### src/sv/fpa_pkg.sv
// Shared types and helpers for the fixed-point ALU.
// No dependencies; imported by every module of the block.
package fpa_pkg;

    localparam int DATA_W    = 32;
    localparam int PROD_W    = 64;
    localparam int FRAC_BITS = 8;

    typedef enum logic [3:0] {
        OP_ADD     = 4'd0,
        OP_SUB     = 4'd1,
        OP_MUL     = 4'd2,
        OP_DIV     = 4'd3,
        OP_GT      = 4'd4,
        OP_LT      = 4'd5,
        OP_NE      = 4'd6,
        OP_EQ      = 4'd7,
        OP_GE      = 4'd8,
        OP_LE      = 4'd9,
        OP_INC     = 4'd10,
        OP_DEC     = 4'd11,
        OP_MAX     = 4'd12,
        OP_MIN     = 4'd13,
        OP_TOINT   = 4'd14,
        OP_FROMINT = 4'd15
    } t_op;

    // Side data that rides along the divider chain
    typedef struct packed {
        t_op                op;
        logic               qneg;
        logic [DATA_W-1:0]  res;
        logic               cmp;
        logic               ovf;
        logic [PROD_W-1:0]  prod;
    } t_side;

    localparam logic [DATA_W-1:0] MAX_VAL = 32'h7FFF_FFFF;
    localparam logic [DATA_W-1:0] MIN_VAL = 32'h8000_0000;

    // Saturate a sign and magnitude to 32-bit signed; returns {ovf, value}
    function automatic logic [DATA_W:0] sat_signmag(input logic neg,
                                                     input logic [PROD_W-1:0] mag);
        logic [PROD_W-1:0] lim;
        logic [DATA_W-1:0] val;
        logic              ovf;
        lim = neg ? 64'h0000_0000_8000_0000 : 64'h0000_0000_7FFF_FFFF;
        ovf = (mag > lim);
        if (ovf) begin
            val = neg ? MIN_VAL : MAX_VAL;
        end else begin
            val = neg ? (32'd0 - mag[DATA_W-1:0]) : mag[DATA_W-1:0];
        end
        return {ovf, val};
    endfunction

endpackage

### src/sv/fpa_back.sv
// Output stage: rounds and saturates multiply and divide, holds the result beat.
// Depends on fpa_pkg.
module fpa_back
    import fpa_pkg::*;
#(
    parameter int FRAC = FRAC_BITS
) (
    input  logic                   i_clk,
    input  logic                   i_rst_n,
    input  logic                   i_valid,
    output logic                   o_ready,
    input  logic [DATA_W-1:0]      i_rem,
    input  logic [DATA_W+FRAC-1:0] i_nq,
    input  logic [DATA_W-1:0]      i_den,
    input  t_side                  i_side,
    output logic                   o_valid,
    input  logic                   i_ready,
    output logic [DATA_W-1:0]      o_result,
    output logic                   o_cmp,
    output logic                   o_ovf,
    output logic                   o_dz
);
    localparam int QW = DATA_W + FRAC;

    logic              r_valid;
    logic [DATA_W-1:0] r_result;
    logic              r_cmp;
    logic              r_ovf;
    logic              r_dz;
    logic [DATA_W-1:0] n_result;
    logic              n_ovf;
    logic              n_dz;

    logic [PROD_W-1:0] pmag;
    logic [PROD_W-1:0] pround;
    logic              rup;
    logic [QW:0]       qr;
    logic [DATA_W:0]   sat;

    assign o_ready = !r_valid || i_ready;

    // Round the product and the quotient to nearest, ties away from zero
    always_comb begin
        pmag   = i_side.prod[PROD_W-1] ? (64'd0 - i_side.prod) : i_side.prod;
        pround = (pmag + (64'd1 << (FRAC - 1))) >> FRAC;
        rup    = {i_rem, 1'b0} >= {1'b0, i_den};
        qr     = {1'b0, i_nq} + {{QW{1'b0}}, rup};
        n_result = i_side.res;
        n_ovf    = i_side.ovf;
        n_dz     = 1'b0;
        sat      = '0;
        case (i_side.op)
            OP_MUL: begin
                sat      = sat_signmag(i_side.prod[PROD_W-1], pround);
                n_result = sat[DATA_W-1:0];
                n_ovf    = sat[DATA_W];
            end
            OP_DIV: begin
                if (i_den == '0) begin
                    n_dz     = 1'b1;
                    n_result = '0;
                    n_ovf    = 1'b0;
                end else begin
                    sat      = sat_signmag(i_side.qneg,
                                           {{(PROD_W-QW-1){1'b0}}, qr});
                    n_result = sat[DATA_W-1:0];
                    n_ovf    = sat[DATA_W];
                end
            end
            default: n_dz = 1'b0;
        endcase
    end

    always_ff @(posedge i_clk) begin
        if (!i_rst_n) begin
            r_valid <= 1'b0;
        end else if (o_ready) begin
            r_valid <= i_valid;
        end
    end

    always_ff @(posedge i_clk) begin
        if (o_ready && i_valid) begin
            r_result <= n_result;
            r_cmp    <= i_side.cmp;
            r_ovf    <= n_ovf;
            r_dz     <= n_dz;
        end
    end

    assign o_valid  = r_valid;
    assign o_result = r_result;
    assign o_cmp    = r_cmp;
    assign o_ovf    = r_ovf;
    assign o_dz     = r_dz;
endmodule

### config.mk
export PLATFORM = sky130hd
export DESIGN_NAME = fpa_back
export DESIGN_NICKNAME = d
export VERILOG_FILES = /design/src/sv/fpa_pkg.sv /design/src/sv/fpa_back.sv
export SDC_FILE = /design/constraint.sdc
export NUM_CORES = 1
export LEC_CHECK = 0
export ABC_AREA = 1
export ABC_CLOCK_PERIOD_IN_PS = 6400
export BUFFER_PORTS_ARGS = -buffer_cell sky130_fd_sc_hd__buf_2
export CAP_MARGIN = 0
export CELL_PAD_IN_SITES_DETAIL_PLACEMENT = 1
export CELL_PAD_IN_SITES_GLOBAL_PLACEMENT = 1
export CORE_ASPECT_RATIO = 1.5
export CORE_MARGIN = 3
export CORE_UTILIZATION = 38
export DETAILED_ROUTE_END_ITERATION = 10
export GPL_ROUTABILITY_DRIVEN = 0
export HOLD_SLACK_MARGIN = 0.08
export PLACE_DENSITY_LB_ADDON = 0.1
export SLEW_MARGIN = 20
export SYNTH_ARGS = -nofsm -noshare
export SYNTH_HDL_FRONTEND = slang
export SYNTH_SLANG_ARGS = --single-unit
### constraint.sdc
create_clock -name i_clk -period 6.4 [get_ports i_clk]
set_clock_uncertainty 0.15 [all_clocks]
set_input_delay 0.64 -clock i_clk [delete_from_list [all_inputs] [get_ports i_clk]]
set_output_delay 0.64 -clock i_clk [all_outputs]
set_load 0.01 [all_outputs]
# == Word level (Yosys, flattened, before mapping) ==
# Index checks and enable logic that the tools add are counted.
# op_classes
reduce_logical,4
magnitude_cmp,3
eq_ne,2
mux,14
addsub,5
# op_table
cell,count
$mux W32,9
$add A64 B8 Y64 const B,1
$mux W64,1
$pmux W32 S2,1
$sub A1 B32 Y32 const A,2
$sub A1 B64 Y64 const A,1
$gt A56 B32 Y1,1
$add A40 B1 Y41,1
$gt A41 B32 Y1,1
$ge A33 B32 Y1,1
$logic_not A32 Y1,1
$eq A4 B2 Y1 const B,2
$mux W1,2
$pmux W1 S2,1
$logic_and A1 B1 Y1,1
$logic_not A1 Y1,1
$logic_or A1 B1 Y1,1
# totals
output_inout_bits,37
reg_bits,36
elab_cells,33
input_bits,211

# == Depth between registers and ports, before layout ==
# depth
word_depth,7
ltp_mapped,41
ltp_nobuf,40

# == Least setup slack after synthesis ==
# OpenSTA, ideal clock, no wires.
# synth_timing
path_kind,input to register
from,in i_den[31]
to,"reg r_result[31] (netlist: o_result[31]), data pin"
path_buffers,2
t_arrival_ns,5.097
required_ns,5.997
stages,35
setup_time_ns,0.253
path_slack_ns,0.900
cell_sequence,inv_1 > ha_1 > nand4_1 > nor3_1 > and3_1 > nand3_1 > o211ai_1 > ha_1 > nand3_1 > nor3_4 > nand4_1 > nor2_1 > nand3_1 > inv_1 > nand3_1 > xor2_1 > inv_1 > ha_1 > nand2_1 > nor3_1 > nand4_1 > nand4_1 > nand2_1 > nand2_1 > nand3b_1 > nand3_1 > nand2_1 > nand2_1 > buf_2 > buf_1 > nand2_1 > nand3_1 > nand2_1 > inv_1 > nand2_1
# synth_between
elab_chain_cells,7
elab_cells_between_ends,9
classes_between,add/sub (2); order compare (2); mux (4); reduce/logical (1)
# synth_rtl
item,line_no,text
"start, declared",fpa_back.sv:14,"input logic [DATA_W-1:0] i_den,"
$ge A33 B32 Y1,fpa_back.sv:46,"rup = {i_rem, 1'b0} >= {1'b0, i_den};"
$add A40 B1 Y41,fpa_back.sv:47,"qr = {1'b0, i_nq} + {{QW{1'b0}}, rup};"
$sub A1 B32 Y32,fpa_pkg.sv:52,val = neg ? (32'd0 - mag[DATA_W-1:0]) : mag[DATA_W-1:0];
$mux W32,fpa_pkg.sv:52,
$mux W32,fpa_pkg.sv:49,if (ovf) begin
$mux W32 (*),fpa_back.sv:59,if (i_den == '0) begin
$pmux W32 S2 (*),fpa_back.sv:52,case (i_side.op)
named net n_result[31],fpa_back.sv:30,logic [DATA_W-1:0] n_result;
"end signal, assigned",fpa_back.sv:84,r_result <= n_result;
"end, declared",fpa_back.sv:26,logic [DATA_W-1:0] r_result;
# The timed path passes the listed nets; every way through them passes the cells marked *.
# A chain may end at the register's enable or synchronous reset.

# == Final worst setup path ==
# layout_timing
from,in i_den[30]
to,"reg r_result[12] (netlist: o_result[12]), data pin"
# Same word-level chain as after synthesis.

==> impl_metrics.yaml <==
status:
  outcome: "finished clean"
placement:
  port-buffer-count: 247
  place_hpwl_mm: 45.6
sta:
  worst_pin_slew_ns: 1.11
  fin_setup_tns_ns: 0
  slew_viol_final: 0
  period_share_pct: 95.0
  hold_viol: 0
  fmax_ghz: 0.164
  setup_viol: 0
  maxSlewHeadroom_pct: 25.5
  fin_crit_ns: 6.08
  fin_hold_ws_ns: 0.365
critical_path:
  crit_fanout: 15
  cpPeakStageDelay_ns: 0.31
  worst-endpoint-required_ns: 6.27
  cp.arrival_ns: 5.96
  reg2reg_slack_ns: 4.91
  r2r-start: "o_valid$_SDFFE_PN0N_"
  cp-start-kind: "input port"
  cp-end-kind: "flop"
  criticalPathCategory: "in2reg"
  slowest_stage: "ha_1"
  crit_start: "i_den[30]"
global_route:
  grt_pass1_wl_mm: 80.7
  grt_use_total_pct: 29.7
  grt_remaining_overflow: 0
  grt_pass1_vias: 16600
  antenna_found_initial: 1
  grt_max_degree: 74
logic_synthesis:
  synth_edf_count: 35
  yosysSeqAreaShare_pct: 8.87
  syn_area_um2: 12100
  synth_nets: 2582
  synth_seq_cells: 36
  ys.flop_type: "edfxtp_1"
  yosysUniqueCellTypes: 52
  yosysWarnings: 0
  async_reset_ff_share_pct: 0
  synth_cells: 2271
  avgSynthCellArea_um2: 5.32
clock_network:
  clk_pin_slew_worst_paths_ns: 0.06
  cts_buffer_depth: 2
  cts_root_buf: "clkbuf_16"
  cts.sinks: 36
  htree_levels: 2
  clk_latency_ns: 0.30
  cts_tree: "built"
  cts_made_buffers: 5
drt:
  wl_per_cell_um: 17.8
  vias_per_cell: 5.33
  dr.pass1.iters: 5
  vias: 15700
  ant_nets: 0
  wl_mm: 52.5
  drtIter0Drc: 501
  drc: 0
layout:
  drive_gt1_share_pct: 17.4
  fin_nets: 2852
  layout_common_cells: "758 x nand2_1, 353 x nor2_1, 296 x inv_1, 246 x buf_2, 191 x nand3_1"
  area_growth_pct: 19.3
  final_common_cell: "nand2_1"
pwr:
  power.leakage_nw: 7.75
  p_per_area_nw_per_um2: 90.7
  vdd_drop_max_uv: 92.1
floorplanning:
  die_area_um2: 34000
  start_util_pct: 38.8
  dieHeight_um: 224
  coreArea_um2: 31100
  io-pin-count: 248
  die_x_um: 152
  rows: 79
worst_hold_path:
  hp-class: "in2reg"
  hp-start: "i_side[65]"
run:
  max-cap-violations: 0
==> flip-flops by register name (all words and copies together), names as in the netlist <==
name / count
o_result: 32
o_cmp: 1
o_dz: 1
o_ovf: 1
o_valid: 1
==> synth_stat cells, drive strengths merged (6+ instances only) <==
| cell type | number | area share (%) |
|---|---|---|
| ha | 100 | 10 |
| xnor2 | 11 | 0.80 |
| nand4 | 55 | 2.8 |
| clkbuf | 9 | 0.28 |
| nand3b | 20 | 1.2 |
| nor3 | 37 | 1.6 |
| xor2 | 60 | 4.4 |
| nor2 | 401 | 15 |
| a21oi | 54 | 2.3 |
| o211ai | 8 | 0.50 |
| edfxtp | 35 | 8.7 |
| or2 | 6 | 0.31 |
| nor4 | 17 | 0.88 |
| o21ai | 94 | 4.1 |
| nand3 | 197 | 8.3 |
| nand2 | 803 | 26 |
| inv | 309 | 9.6 |
| buf | 25 | 1.1 |
==> cells by family after synthesis <==
| group | count (synthesis) | synth area share [%] |
|---|---|---|
| compound gates | 178 | 8.32 |
| xor+xnor | 71 | 5.15 |
| fa+ha+maj | 100 | 10.4 |
| buf+inv | 344 | 11.1 |
| flops | 36 | 8.87 |
| simple gates | 1542 | 56.2 |
==> path summary, 6_finish.rpt <==
path,end,cells past startpoint
setup / recovery,o_result[12]$_DFFE_PP_,35
hold / removal,o_cmp$_DFFE_PP_,1
hold reg to reg,o_valid$_SDFFE_PN0N_,2
setup reg to reg,o_result[12]$_DFFE_PP_,2
==> worst max-delay path: cells and delay by family <==
kind / cells / cell delay [ns]
AOI/OAI and AO/OA: 3 / 0.37
xor gates and xnor gates: 1 / 0.21
buffers and inverters: 9 / 1.06
adders and majority gates: 3 / 0.80
and+or+nand+nor: 19 / 2.85
==> metrics by stage <==
stage / instance area [um^2] / std cells / setup WS, ns / util (%) / total power, W
final: 14400 / 2949 / 0.320 / 46.3 / 0.00131
after global routing: 14400 / 2948 / -0.0203 / 46.3 / 0.00141
after CTS: 14100 / 2936 / 0.241 / 45.4 / 0.00130
after detailed placement: 14000 / 2928 / -0.0706 / 44.9 / 0.00103
after global placement: 14000 / 2928 / 0.117 / 44.9 / 0.000999
after floorplan: 12100 / 2271 / 0.900 / - / 0.000740
==> power breakdown <==
group / leakage (nW) / switching [W] / internal, W
Combinational: 7.34 / 0.000494 / 0.000263
Sequential: 0.349 / 0.00000801 / 0.000280
Clock: 0.0691 / 0.000106 / 0.000155
==> metal layers <==
layer,wire [um],vias up,track usage [%]
met3,1640,181,1.45
met5,0,-,0
met1,18300,7314,28.3
met4,3990,0,19.2
li1,-,7798,-
met2,28500,414,59.5
==> timing repair <==
| action | in CTS | in global routing |
|---|---|---|
| buffers inserted | 0 | 9 |
| resized for setup | 0 | 41 |
| hold buffers | 0 | 0 |
| setup endpoints to repair | 0 | 33 |
==> final cells by class <==
cell class                      count  area [um^2]
Fill cell                        4718        16700
Multi-Input combinational cell   1891         9830
Timing Repair Buffer              297         1680
Inverter                          310         1160
Sequential cell                    36         1070
Tap cell                          405          507
Clock buffer                        6          139
Clock inverter                      2         15.0
Antenna cell                        2         5.00
(Power assumes the default switching activity.)
