$ cat config.mk
export PLATFORM = sky130hd
export DESIGN_NAME = fpa_cell
export DESIGN_NICKNAME = d
export VERILOG_FILES = /design/src/sv/fpa_pkg.sv /design/src/sv/fpa_cell.sv
export SDC_FILE = /design/constraint.sdc
export NUM_CORES = 1
export LEC_CHECK = 0
export BUFFER_PORTS_ARGS = -buffer_cell sky130_fd_sc_hd__buf_2
export CAP_MARGIN = 5
export CELL_PAD_IN_SITES_DETAIL_PLACEMENT = 0
export CELL_PAD_IN_SITES_GLOBAL_PLACEMENT = 1
export CORE_AREA = 2 2 161 163
export DETAILED_ROUTE_END_ITERATION = 10
export DIE_AREA = 0 0 163 165
export PLACE_DENSITY = 0.84
export SYNTH_ARGS = -nofsm -noshare
export SYNTH_HDL_FRONTEND = slang
export SYNTH_SLANG_ARGS = --single-unit
$ cat constraint.sdc
create_clock -name i_clk -period 16.5 [get_ports i_clk]
set_clock_uncertainty 0.05 [all_clocks]
set_input_delay 2.475 -clock i_clk [delete_from_list [all_inputs] [get_ports i_clk]]
set_output_delay 2.475 -clock i_clk [all_outputs]
set_load 0.01 [all_outputs]
$ cat src/sv/fpa_pkg.sv
// Shared types and helpers for the fixed-point ALU.
// No dependencies; imported by every module of the block.
package fpa_pkg;

    localparam int DATA_W    = 32;
    localparam int PROD_W    = 64;
    localparam int FRAC_BITS = 8;

    typedef enum logic [3:0] {
        OP_ADD     = 4'd0,
        OP_SUB     = 4'd1,
        OP_MUL     = 4'd2,
        OP_DIV     = 4'd3,
        OP_GT      = 4'd4,
        OP_LT      = 4'd5,
        OP_NE      = 4'd6,
        OP_EQ      = 4'd7,
        OP_GE      = 4'd8,
        OP_LE      = 4'd9,
        OP_INC     = 4'd10,
        OP_DEC     = 4'd11,
        OP_MAX     = 4'd12,
        OP_MIN     = 4'd13,
        OP_TOINT   = 4'd14,
        OP_FROMINT = 4'd15
    } t_op;

    // Side data that rides along the divider chain
    typedef struct packed {
        t_op                op;
        logic               qneg;
        logic [DATA_W-1:0]  res;
        logic               cmp;
        logic               ovf;
        logic [PROD_W-1:0]  prod;
    } t_side;

    localparam logic [DATA_W-1:0] MAX_VAL = 32'h7FFF_FFFF;
    localparam logic [DATA_W-1:0] MIN_VAL = 32'h8000_0000;

    // Saturate a sign and magnitude to 32-bit signed; returns {ovf, value}
    function automatic logic [DATA_W:0] sat_signmag(input logic neg,
                                                     input logic [PROD_W-1:0] mag);
        logic [PROD_W-1:0] lim;
        logic [DATA_W-1:0] val;
        logic              ovf;
        lim = neg ? 64'h0000_0000_8000_0000 : 64'h0000_0000_7FFF_FFFF;
        ovf = (mag > lim);
        if (ovf) begin
            val = neg ? MIN_VAL : MAX_VAL;
        end else begin
            val = neg ? (32'd0 - mag[DATA_W-1:0]) : mag[DATA_W-1:0];
        end
        return {ovf, val};
    endfunction

endpackage

$ cat src/sv/fpa_cell.sv
// One restoring-division cell: settles one quotient bit and passes the rest on.
// Depends on fpa_pkg.
module fpa_cell
    import fpa_pkg::*;
#(
    parameter int QW = DATA_W + FRAC_BITS
) (
    input  logic              i_clk,
    input  logic              i_rst_n,
    input  logic              i_valid,
    output logic              o_ready,
    input  logic [DATA_W-1:0] i_rem,
    input  logic [QW-1:0]     i_nq,
    input  logic [DATA_W-1:0] i_den,
    input  t_side             i_side,
    output logic              o_valid,
    input  logic              i_ready,
    output logic [DATA_W-1:0] o_rem,
    output logic [QW-1:0]     o_nq,
    output logic [DATA_W-1:0] o_den,
    output t_side             o_side
);
    logic              r_valid;
    logic [DATA_W-1:0] r_rem;
    logic [QW-1:0]     r_nq;
    logic [DATA_W-1:0] r_den;
    t_side             r_side;
    logic [DATA_W:0]   trial;
    logic [DATA_W:0]   diff;
    logic              ge;

    assign o_ready = !r_valid || i_ready;

    // Shift in the next numerator bit and try the subtract
    assign trial = {i_rem, i_nq[QW-1]};
    assign ge    = trial >= {1'b0, i_den};
    assign diff  = trial - {1'b0, i_den};

    always_ff @(posedge i_clk) begin
        if (!i_rst_n) begin
            r_valid <= 1'b0;
        end else if (o_ready) begin
            r_valid <= i_valid;
        end
    end

    always_ff @(posedge i_clk) begin
        if (o_ready && i_valid) begin
            r_rem  <= ge ? diff[DATA_W-1:0] : trial[DATA_W-1:0];
            r_nq   <= {i_nq[QW-2:0], ge};
            r_den  <= i_den;
            r_side <= i_side;
        end
    end

    assign o_valid = r_valid;
    assign o_rem   = r_rem;
    assign o_nq    = r_nq;
    assign o_den   = r_den;
    assign o_side  = r_side;
endmodule

== Word level (Yosys, flattened, before mapping) ==
Cells that the tools add are included.

* Register bits: 208
* Input port bits: 211
* Output and inout bits: 209
* Logic and storage cells: 16

* $add $sub $neg: 1
* Order comparisons: 1
* Mux-type cells: 1
* Reduce and logical (&&, ||, !) cells: 3

{| class="wikitable"
|+ Operators by type and width
! cell !! number
|-
| $ge 33x32->1 || 1
|-
| $mux 32 || 1
|-
| $sub 32x32->32 || 1
|-
| $logic_and 1x1->1 || 1
|-
| $logic_not 1->1 || 1
|-
| $logic_or 1x1->1 || 1
|}

== Longest topological paths before layout ==
Gate-level depths: netlist of run 1.

* Depth in word-level cells: 3
* Gate-level depth with buffers: 13
* Depth with buffers taken out: 12

== Least setup slack after synthesis of run 1 ==
OpenSTA, ideal clock, no wires.

* Path kind: input to register
* From: input i_ready
* To: register r_den[0] (netlist: o_den[0]) (enable)
* Library setup time: 0.594 ns
* Arrival: 7.407 ns
* Setup slack: 8.450 ns
* Cell stages on the path: 2
* Buffers on the path: 0
* Cells stage by stage: nand2b_1 and2_1

* Cells in the longest elaborated chain, start to end: 2

{| class="wikitable"
|+ RTL lines
! what !! RTL line !! source
|-
| start, declared || fpa_cell.sv:17 || <nowiki>input logic i_ready,</nowiki>
|-
| $logic_or 1x1->1 || fpa_cell.sv:32 || <nowiki>assign o_ready = !r_valid || i_ready;</nowiki>
|-
| $logic_and 1x1->1 || fpa_cell.sv:48 || <nowiki>if (o_ready && i_valid) begin</nowiki>
|-
| end signal, assigned || fpa_cell.sv:51 || <nowiki>r_den <= i_den;</nowiki>
|-
| end, declared || fpa_cell.sv:26 || <nowiki>logic [DATA_W-1:0] r_den;</nowiki>
|}

No other way between the ends.
A chain may end at the register's enable or synchronous reset.

== Worst setup path after layout of run 1 ==
* From: input i_den[16]
* To: register r_rem[4] (netlist: o_rem[4]) (data pin)

* Cells in the longest elaborated chain, start to end: 2

{| class="wikitable"
|+ RTL lines
! what !! RTL line !! source
|-
| start, declared || fpa_cell.sv:14 || <nowiki>input logic [DATA_W-1:0] i_den,</nowiki>
|-
| $ge 33x32->1 || fpa_cell.sv:36 || <nowiki>assign ge = trial >= {1'b0, i_den};</nowiki>
|-
| $mux 32 || fpa_cell.sv:49 || <nowiki>r_rem <= ge ? diff[DATA_W-1:0] : trial[DATA_W-1:0];</nowiki>
|-
| end signal, assigned || fpa_cell.sv:49 ||
|-
| end, declared || fpa_cell.sv:24 || <nowiki>logic [DATA_W-1:0] r_rem;</nowiki>
|}

No other way between the ends.

==> results of run 1 <==
cells by family after synthesis:
| group | Yosys count | share of synthesized area (%) |
|---|---|---|
| buf+inv | 56 | 3.27 |
| mux | 12 | 1.72 |
| xor+xnor | 27 | 2.74 |
| simple gates | 102 | 5.68 |
| flops | 208 | 72.2 |
| compound gates | 118 | 9.52 |
| fa+ha+maj | 33 | 4.87 |
layer usage:
metal | global-route usage, % | share of wire (%)
met4 | 6.40 | 2.9
met1 | 23.0 | 37
met3 | 7.48 | 11
met5 | 0 | 0.24
met2 | 32.4 | 49
power groups by stage:
stage	clock, mW	sequential, mW	combinational, mW
final	0.512	0.637	0.206
after detailed placement	0	0.648	0.207
after global placement	0	0.647	0.205
after floorplan	0	0.674	0.0969
after CTS	0.529	0.638	0.208
after global routing	0.551	0.641	0.224
worst max-delay path by stage:
stage	to	slack (ns)	start	depth (start not counted)
2_1_floorplan	o_den[0]	8.45	i_ready	2
3_3_place_gp	o_rem[4]	10.09	i_den[16]	12
3_5_place_dp	o_rem[7]	10.00	i_den[16]	12
4_1_cts	o_rem[7]	10.53	i_den[16]	12
5_1_grt	o_rem[4]	10.33	i_den[16]	12
6_report	o_rem[4]	10.56	i_den[16]	12
metrics by stage:
stage / power [mW] / std cells / setup slack, ns / instance area (um2)
4_1_cts: 1.37 / 1331 / 10.53 / 11800
3_3_place_gp: 0.852 / 1291 / 10.09 / 11000
3_5_place_dp: 0.856 / 1291 / 10.00 / 11000
2_1_floorplan: 0.771 / 556 / 8.45 / 8640
6_report: 1.35 / 1335 / 10.56 / 11800
5_1_grt: 1.42 / 1331 / 10.33 / 11800
synth_stat cells, drive strengths merged, types with 2 or more instances:
master	count	share of area, %
o31ai	2	0.33
o211ai	5	0.43
o21bai	3	0.26
a2bb2oi	2	0.20
nor4	3	0.22
xnor2	16	1.6
or2	2	0.14
nor2b	2	0.14
xor2	11	1.1
nor2	36	1.6
nand4	9	0.72
o21a	7	0.61
inv	39	1.7
a21oi	56	4.1
edfxtp	207	72
nand2	26	1.1
and2	3	0.22
nand2b	4	0.29
clkbuf	5	0.22
or4	2	0.22
o22ai	2	0.14
mux2	11	1.6
nor3	2	0.17
nand3	10	0.58
a31oi	2	0.14
o21ai	15	0.91
a21o	13	1.1
ha	32	4.6
a211oi	3	0.41
buf	12	1.4
critical path, delay by kind of cell:
kind	cells	cell delay [ns]
and+or+nand+nor	3	0.82
muxes	1	0.40
AOI/OAI and AO/OA	4	1.26
adders and majority gates	1	0.42
buffers and inverters	3	0.75
final cells by class:
class,count,share of cell area (%)
repair buffers,422,18.0
inverters,39,1.24
flip-flops and latches,208,52.9
clock inverters,11,0.933
clock buffers,29,5.43
diodes,4,0.0849
multi-input cells,292,18.0
well taps,330,3.50
state kept, by name, indices dropped and copies added, names as in the netlist:
register  count
o_side      103
o_nq         40
o_den        32
o_rem        32
o_valid       1
==> qor.yml, run 1 <==
run_status:
  status: "complete, no violations"
finish:
  layout_common_cells: "419 x buf_2, 207 x edfxtp_1, 39 x inv_1"
  syn2layout_area_growth_pct: 36.6
  final_common_cell: "buf_2"
  multi_input_area_um2: 2120
  fill_cells: 2258
  drive_gt1_share_pct: 49.5
  post-route-util_pct: 47.1
  fin_nets: 1231
  seq_area_um2: 6240
routing:
  drc: 0
  vias_per_cell: 4.70
  antenna_left: 0
  wl_per_cell_um: 20.8
  dr.first_iter.drc_count: 537
  dr.pass1.iters: 5
  vias: 6269
  drt_wl_total_um: 27800
global_route:
  grt_max_degree: 79
  grt_pass1_wl_um: 38300
  grt_overflow: 0
  grt_pass1_vias: 6043
  antenna_found_initial: 12
  grt_use_total_pct: 19.4
power:
  pwr-share-comb_pct: 15.2
  ir_drop_uv: 99.7
  pwr-share-clk_pct: 37.8
  power.switching_mw: 0.335
  seqPwrFrac_pct: 47.0
  intPower_mw: 1.02
  power.density_nw_per_um2: 115
  swShare_pct: 24.7
  p_leak_nw: 5.13
worst_setup_path:
  cp-end-kind: "flop"
  critPathSlowestCell: "o31ai_4"
  ff2ff_path_depth: 3
  critPathRequiredTime_ns: 16.71
  r2r_start: "o_valid"
  crit_fanout: 37
  critical_path_class: "input port to flop"
  start_kind: "input port"
  rrSetupSlack_ns: 13.89
  reg2reg_to: "o_side[13]"
  worst_ep_arrival_time_ns: 6.15
  crit_path_max_incr_delay_ns: 0.75
  crit_chain: "buf_2 > inv_1 > ha_1 > nand4_1 > or4_4 > a21oi_2 > nor3_2 > a211oi_4 > o21ai_2 > o31ai_4 > buf_4 > mux2_2"
clock_tree:
  cts_hold_buffers: 0
  cts.clk_slew.worst_paths_ns: 0.06
  clk_latency_ns: 0.50
  clock_sinks: 208
  cts-root-buf: "clkbuf_16"
  cts_setup_buffers: 0
  cts-resized-gates: 0
  numCtsBuffers: 24
  cts_buffer_depth: 3
  cts_max_level: 1
  cts_tree: "yes"
synth:
  synth.net_count: 800
  syn_inst: 556
  synth_seq_area_share_pct: 72.2
  ys_ff_latch: 208
  syn_area_um2: 8640
  synth_edf_count: 207
  synth-warning-count: 0
  yosysUniqueCellTypes: 55
  synth_flop_cell: "edfxtp_1"
  postSynthAreaPerCell_um2: 15.5
  synthArstFlopShare_pct: 0
floorplan:
  fp.coreArea_um2: 25000
  die_area_um2: 26900
  rows: 58
  die_w_um: 163
  die_h_um: 165
  start_util_pct: 34.5
  num_io_pins: 420
run:
  maxCapViolCount: 0
timing:
  finalHoldViolations: 0
  fmax_mhz: 168
  setup_violations: 0
  drv_slew: 0
  slew_headroom_pct: 34.3
  period_share_pct: 36.0
  timing.final.crit_period_ns: 5.94
  holdWs_ns: 0.542
  fin_tns_setup_ns: 0
  worstMarginPinSlew_ns: 0.985
  rsz0062_at_grt: "false"
min_path:
  holdPathStages: 2
  hold_path_end: "o_valid"
  hold_start: "o_valid"
  min_path_type: "flop to flop"
placed_design:
  gp_congestion: 0.871
  port_buffers: 419
  hpwl_um: 22100
(Power assumes the default switching activity.)
==> run 2: changes to the inputs <==
--- a/config.mk
+++ b/config.mk
@@ -5,13 +5,14 @@
 export SDC_FILE = /design/constraint.sdc
 export NUM_CORES = 1
 export LEC_CHECK = 0
+export ABC_AREA = 1
 export BUFFER_PORTS_ARGS = -buffer_cell sky130_fd_sc_hd__buf_2
 export CAP_MARGIN = 5
 export CELL_PAD_IN_SITES_DETAIL_PLACEMENT = 0
 export CELL_PAD_IN_SITES_GLOBAL_PLACEMENT = 1
-export CORE_AREA = 2 2 161 163
+export CORE_MARGIN = 1.5
+export CORE_UTILIZATION = 32
 export DETAILED_ROUTE_END_ITERATION = 10
-export DIE_AREA = 0 0 163 165
 export PLACE_DENSITY = 0.84
 export SYNTH_ARGS = -nofsm -noshare
 export SYNTH_HDL_FRONTEND = slang
==> constraint.sdc (replaced) <==
create_clock -name i_clk -period 5.01 [get_ports i_clk]
set_clock_uncertainty 0.05 [all_clocks]
set_input_delay 0.7515 -clock i_clk [delete_from_list [all_inputs] [get_ports i_clk]]
set_output_delay 0.7515 -clock i_clk [all_outputs]
set_load 0.01 [all_outputs]
==> qor.yml, run 2 <==
synth:
  ys_ff_latch: 208  # unchanged
  yosysUniqueCellTypes: 29  # was 55
  synth.net_count: 1107  # was 800
  netlist_top_cells_count: "298 x nand2_1, 207 x edfxtp_1, 152 x inv_1, 37 x nand3_1, 34 x nor2_1"  # was 207 x edfxtp_1, 39 x inv_1, 36 x a21oi_1, 36 x nor2_1, 32 x ha_1
  synth_flop_cell: "edfxtp_1"  # unchanged
  synthTopCellsByArea: "edfxtp_1 66%, nand2_1 12%, inv_1 6.1%"  # was edfxtp_1 72%, ha_1 4.6%, a21oi_1 2.1%
  syn_inst: 863  # was 556
  synth_top_cell_by_area: "edfxtp_1"  # unchanged
  synth_edf_count: 207  # unchanged
  synth-warning-count: 0  # unchanged
  yosysTopAreaCellShare_pct: 66.3  # was 72.0%
  synth_seq_area_share_pct: 66.6  # was 72.2%
  postSynthAreaPerCell_um2: 10.9  # was 15.5 um2
  synth.most_common_cell: "nand2_1"  # was edfxtp_1
  syn_area_um2: 9370  # was 8640 um2
  synthArstFlopShare_pct: 0  # unchanged
finish:
  syn2layout_area_growth_pct: 36.4  # was 36.6%
  drive_gt1_share_pct: 36.8  # was 49.5%
  fin_nets: 1547  # was 1231
  multi_input_area_um2: 2490  # was 2120 um2
  post-route-util_pct: 44.4  # was 47.1%
  layout_common_cells: "419 x buf_2, 298 x nand2_1, 207 x edfxtp_1"  # was 419 x buf_2, 207 x edfxtp_1, 39 x inv_1
  stdcell_area_um2: 12800  # was 11800 um2
  final_common_cell: "buf_2"  # unchanged
  fin_cells: 1711  # was 1335
  largest_reg_flops: 103  # unchanged
  fill_cells: 2791  # was 2258
  seq_area_um2: 6240  # unchanged
run_status:
  status: "complete, no violations"  # unchanged
power:
  swShare_pct: 25.9  # was 24.7%
  power.switching_mw: 1.21  # was 0.335 mW
  power.density_nw_per_um2: 367  # was 115 nW/um2
  ir_drop_uv: 296  # was 99.7 uV
  pwr-share-comb_pct: 15.3  # was 15.2%
  p_leak_nw: 6.24  # was 5.13 nW
  pwr-share-clk_pct: 39.9  # was 37.8%
  intPower_mw: 3.47  # was 1.02 mW
  seqPwrFrac_pct: 44.8  # was 47.0%
timing:
  timing.final.crit_period_ns: 2.51
  finalHoldViolations: 0  # unchanged
  worstMarginPinSlew_ns: 0.754  # was 0.985 ns
  fin_tns_setup_ns: 0  # unchanged
  drv_slew: 0  # unchanged
  rsz0062_at_grt: "false"  # unchanged
  period_share_pct: 50.0
  setup_violations: 0  # unchanged
  fmax_mhz: 399
  holdWs_ns: 0.347  # was 0.542 ns
  slew_headroom_pct: 49.8  # was 34.3%
clock_tree:
  cts_hold_buffers: 0  # unchanged
  cts_tree: "yes"  # unchanged
  cts_buffer_depth: 3  # unchanged
  cts.clk_slew.worst_paths_ns: 0.06  # about the same
  cts-resized-gates: 0  # unchanged
  cts-root-buf: "clkbuf_16"  # unchanged
  cts_setup_buffers: 0  # unchanged
  numCtsBuffers: 24  # unchanged
  cts_max_level: 1  # unchanged
  clk_latency_ns: 0.52  # was 0.50 ns
  clock_sinks: 208  # unchanged
floorplan:
  rows: 62  # was 58
  num_io_pins: 420  # unchanged
  die_w_um: 174  # was 163 um
  die_area_um2: 30300  # was 26900 um2
  fp.coreArea_um2: 28800  # was 25000 um2
  die_h_um: 174  # was 165 um
  start_util_pct: 32.6  # was 34.5%
global_route:
  grt_pass1_wl_um: 48000  # was 38300 um
  grt_pass1_vias: 7599  # was 6043
  grt_max_degree: 131  # was 79
  antenna_found_initial: 15  # was 12
  grt_overflow: 0  # unchanged
  grt_use_total_pct: 21.5  # was 19.4%
worst_setup_path:
  critical_path_class: "input port to flop"  # unchanged
  startpoint: "i_den[7]"  # was i_den[16]
  start_kind: "input port"  # unchanged
  worst_ep_arrival_time_ns: 2.74  # was 6.15 ns
  critPathRequiredTime_ns: 5.24  # was 16.71 ns
  cp-end-kind: "flop"  # unchanged
  r2r_start: "o_valid"  # unchanged
  crit_fanout: 36  # was 37
routing:
  wl_per_cell_um: 19.6  # was 20.8 um
  vias: 7657  # was 6269
  antenna_left: 0  # unchanged
  vias_per_cell: 4.48  # was 4.70
  drt_wl_total_um: 33500  # was 27800 um
  drc: 0  # unchanged
  dr.pass1.iters: 5  # unchanged
  dr.first_iter.drc_count: 590  # was 537
placed_design:
  dpl_cell_area_um2: 11900  # was 11000 um2
  hpwl_um: 26900  # was 22100 um
  port_buffers: 419  # unchanged
  dpl.cell_count: 1661  # was 1291
  gp_congestion: 0.939  # was 0.871
min_path:
  min_path_type: "input port to flop"  # was flop to flop
  hold_start: "i_side[48]"  # was o_valid
run:
  maxCapViolCount: 0  # unchanged
==> run 2: cell count changes after synthesis, sizes merged, moves of 7 or more <==
cell,previous run,this run
nand3b,0,10
a21oi,56,22
o21ai,15,2
inv,39,154
a21o,13,0
mux2,11,0
nand4,9,2
o21a,7,0
nand3,10,38
xnor2,16,1
nand2,26,313
==> run 2: layer usage <==
metal | track usage, % | vias to the layer above | wire [um]
met4 | 7.04 | 12 | 1190
met5 | 0 | - | 79
met3 | 7.74 | 76 | 3370
met1 | 27.0 | 3553 | 13600
met2 | 34.4 | 333 | 15300
li1 | - | 3683 | -
==> run 2: path summary, 6_finish.rpt <==
kind	end	slack (ns)	cells after the start
setup / recovery	o_rem[2]	2.50	14
hold / removal	o_side[48]	0.35	1
setup reg to reg	o_den[18]	3.31	2
hold reg to reg	o_valid	0.54	2
==> run 2: cell type report <==
cell class	count	area share [%]
diodes	6	0.117
clock buffers	27	4.86
clock inverters	17	1.72
inverters	154	4.54
multi-input cells	494	19.5
flip-flops and latches	208	48.8
well taps	384	3.76
repair buffers	421	16.7
==> run 2: cells by family (layout without fill, tap and decap cells) <==
logic type / count (synthesis) / count (layout) / share of synthesized area, %
simple gates: 420 / 420 / 19.2
flops: 208 / 208 / 66.6
buf+inv: 161 / 619 / 6.97
fa+ha+maj: 33 / 33 / 4.49
compound gates: 27 / 27 / 1.52
xor+xnor: 14 / 14 / 1.31
other cells: 0 / 6 / 0
==> run 2: power groups by stage <==
stage,registers [mW],logic [mW],clock network (mW)
6_report,2.10,0.718,1.87
5_1_grt,2.11,0.796,1.97
4_1_cts,2.10,0.727,1.91
3_5_place_dp,2.13,0.722,0
3_3_place_gp,2.13,0.714,0
2_1_floorplan,2.21,0.323,0
==> run 2: per-stage QoR <==
step	total power, mW	setup slack, ns
2_1_floorplan	2.53	0.229
3_3_place_gp	2.85	1.89
3_5_place_dp	2.85	1.90
4_1_cts	4.74	2.46
5_1_grt	4.87	2.29
6_report	4.69	2.50
==> run 2: critical path: stages <==
cell and delay (ns):
buf_2 0.09, inv_1 0.05, ha_1 0.34, nand2_1 0.14, nor2_1 0.33, nand2_1 0.09
nor2_1 0.10, nand2_1 0.06, nand3_1 0.08, nor2_2 0.07, nand2_8 0.22, inv_4 0.22
nand2_1 0.11, nand2_1 0.06
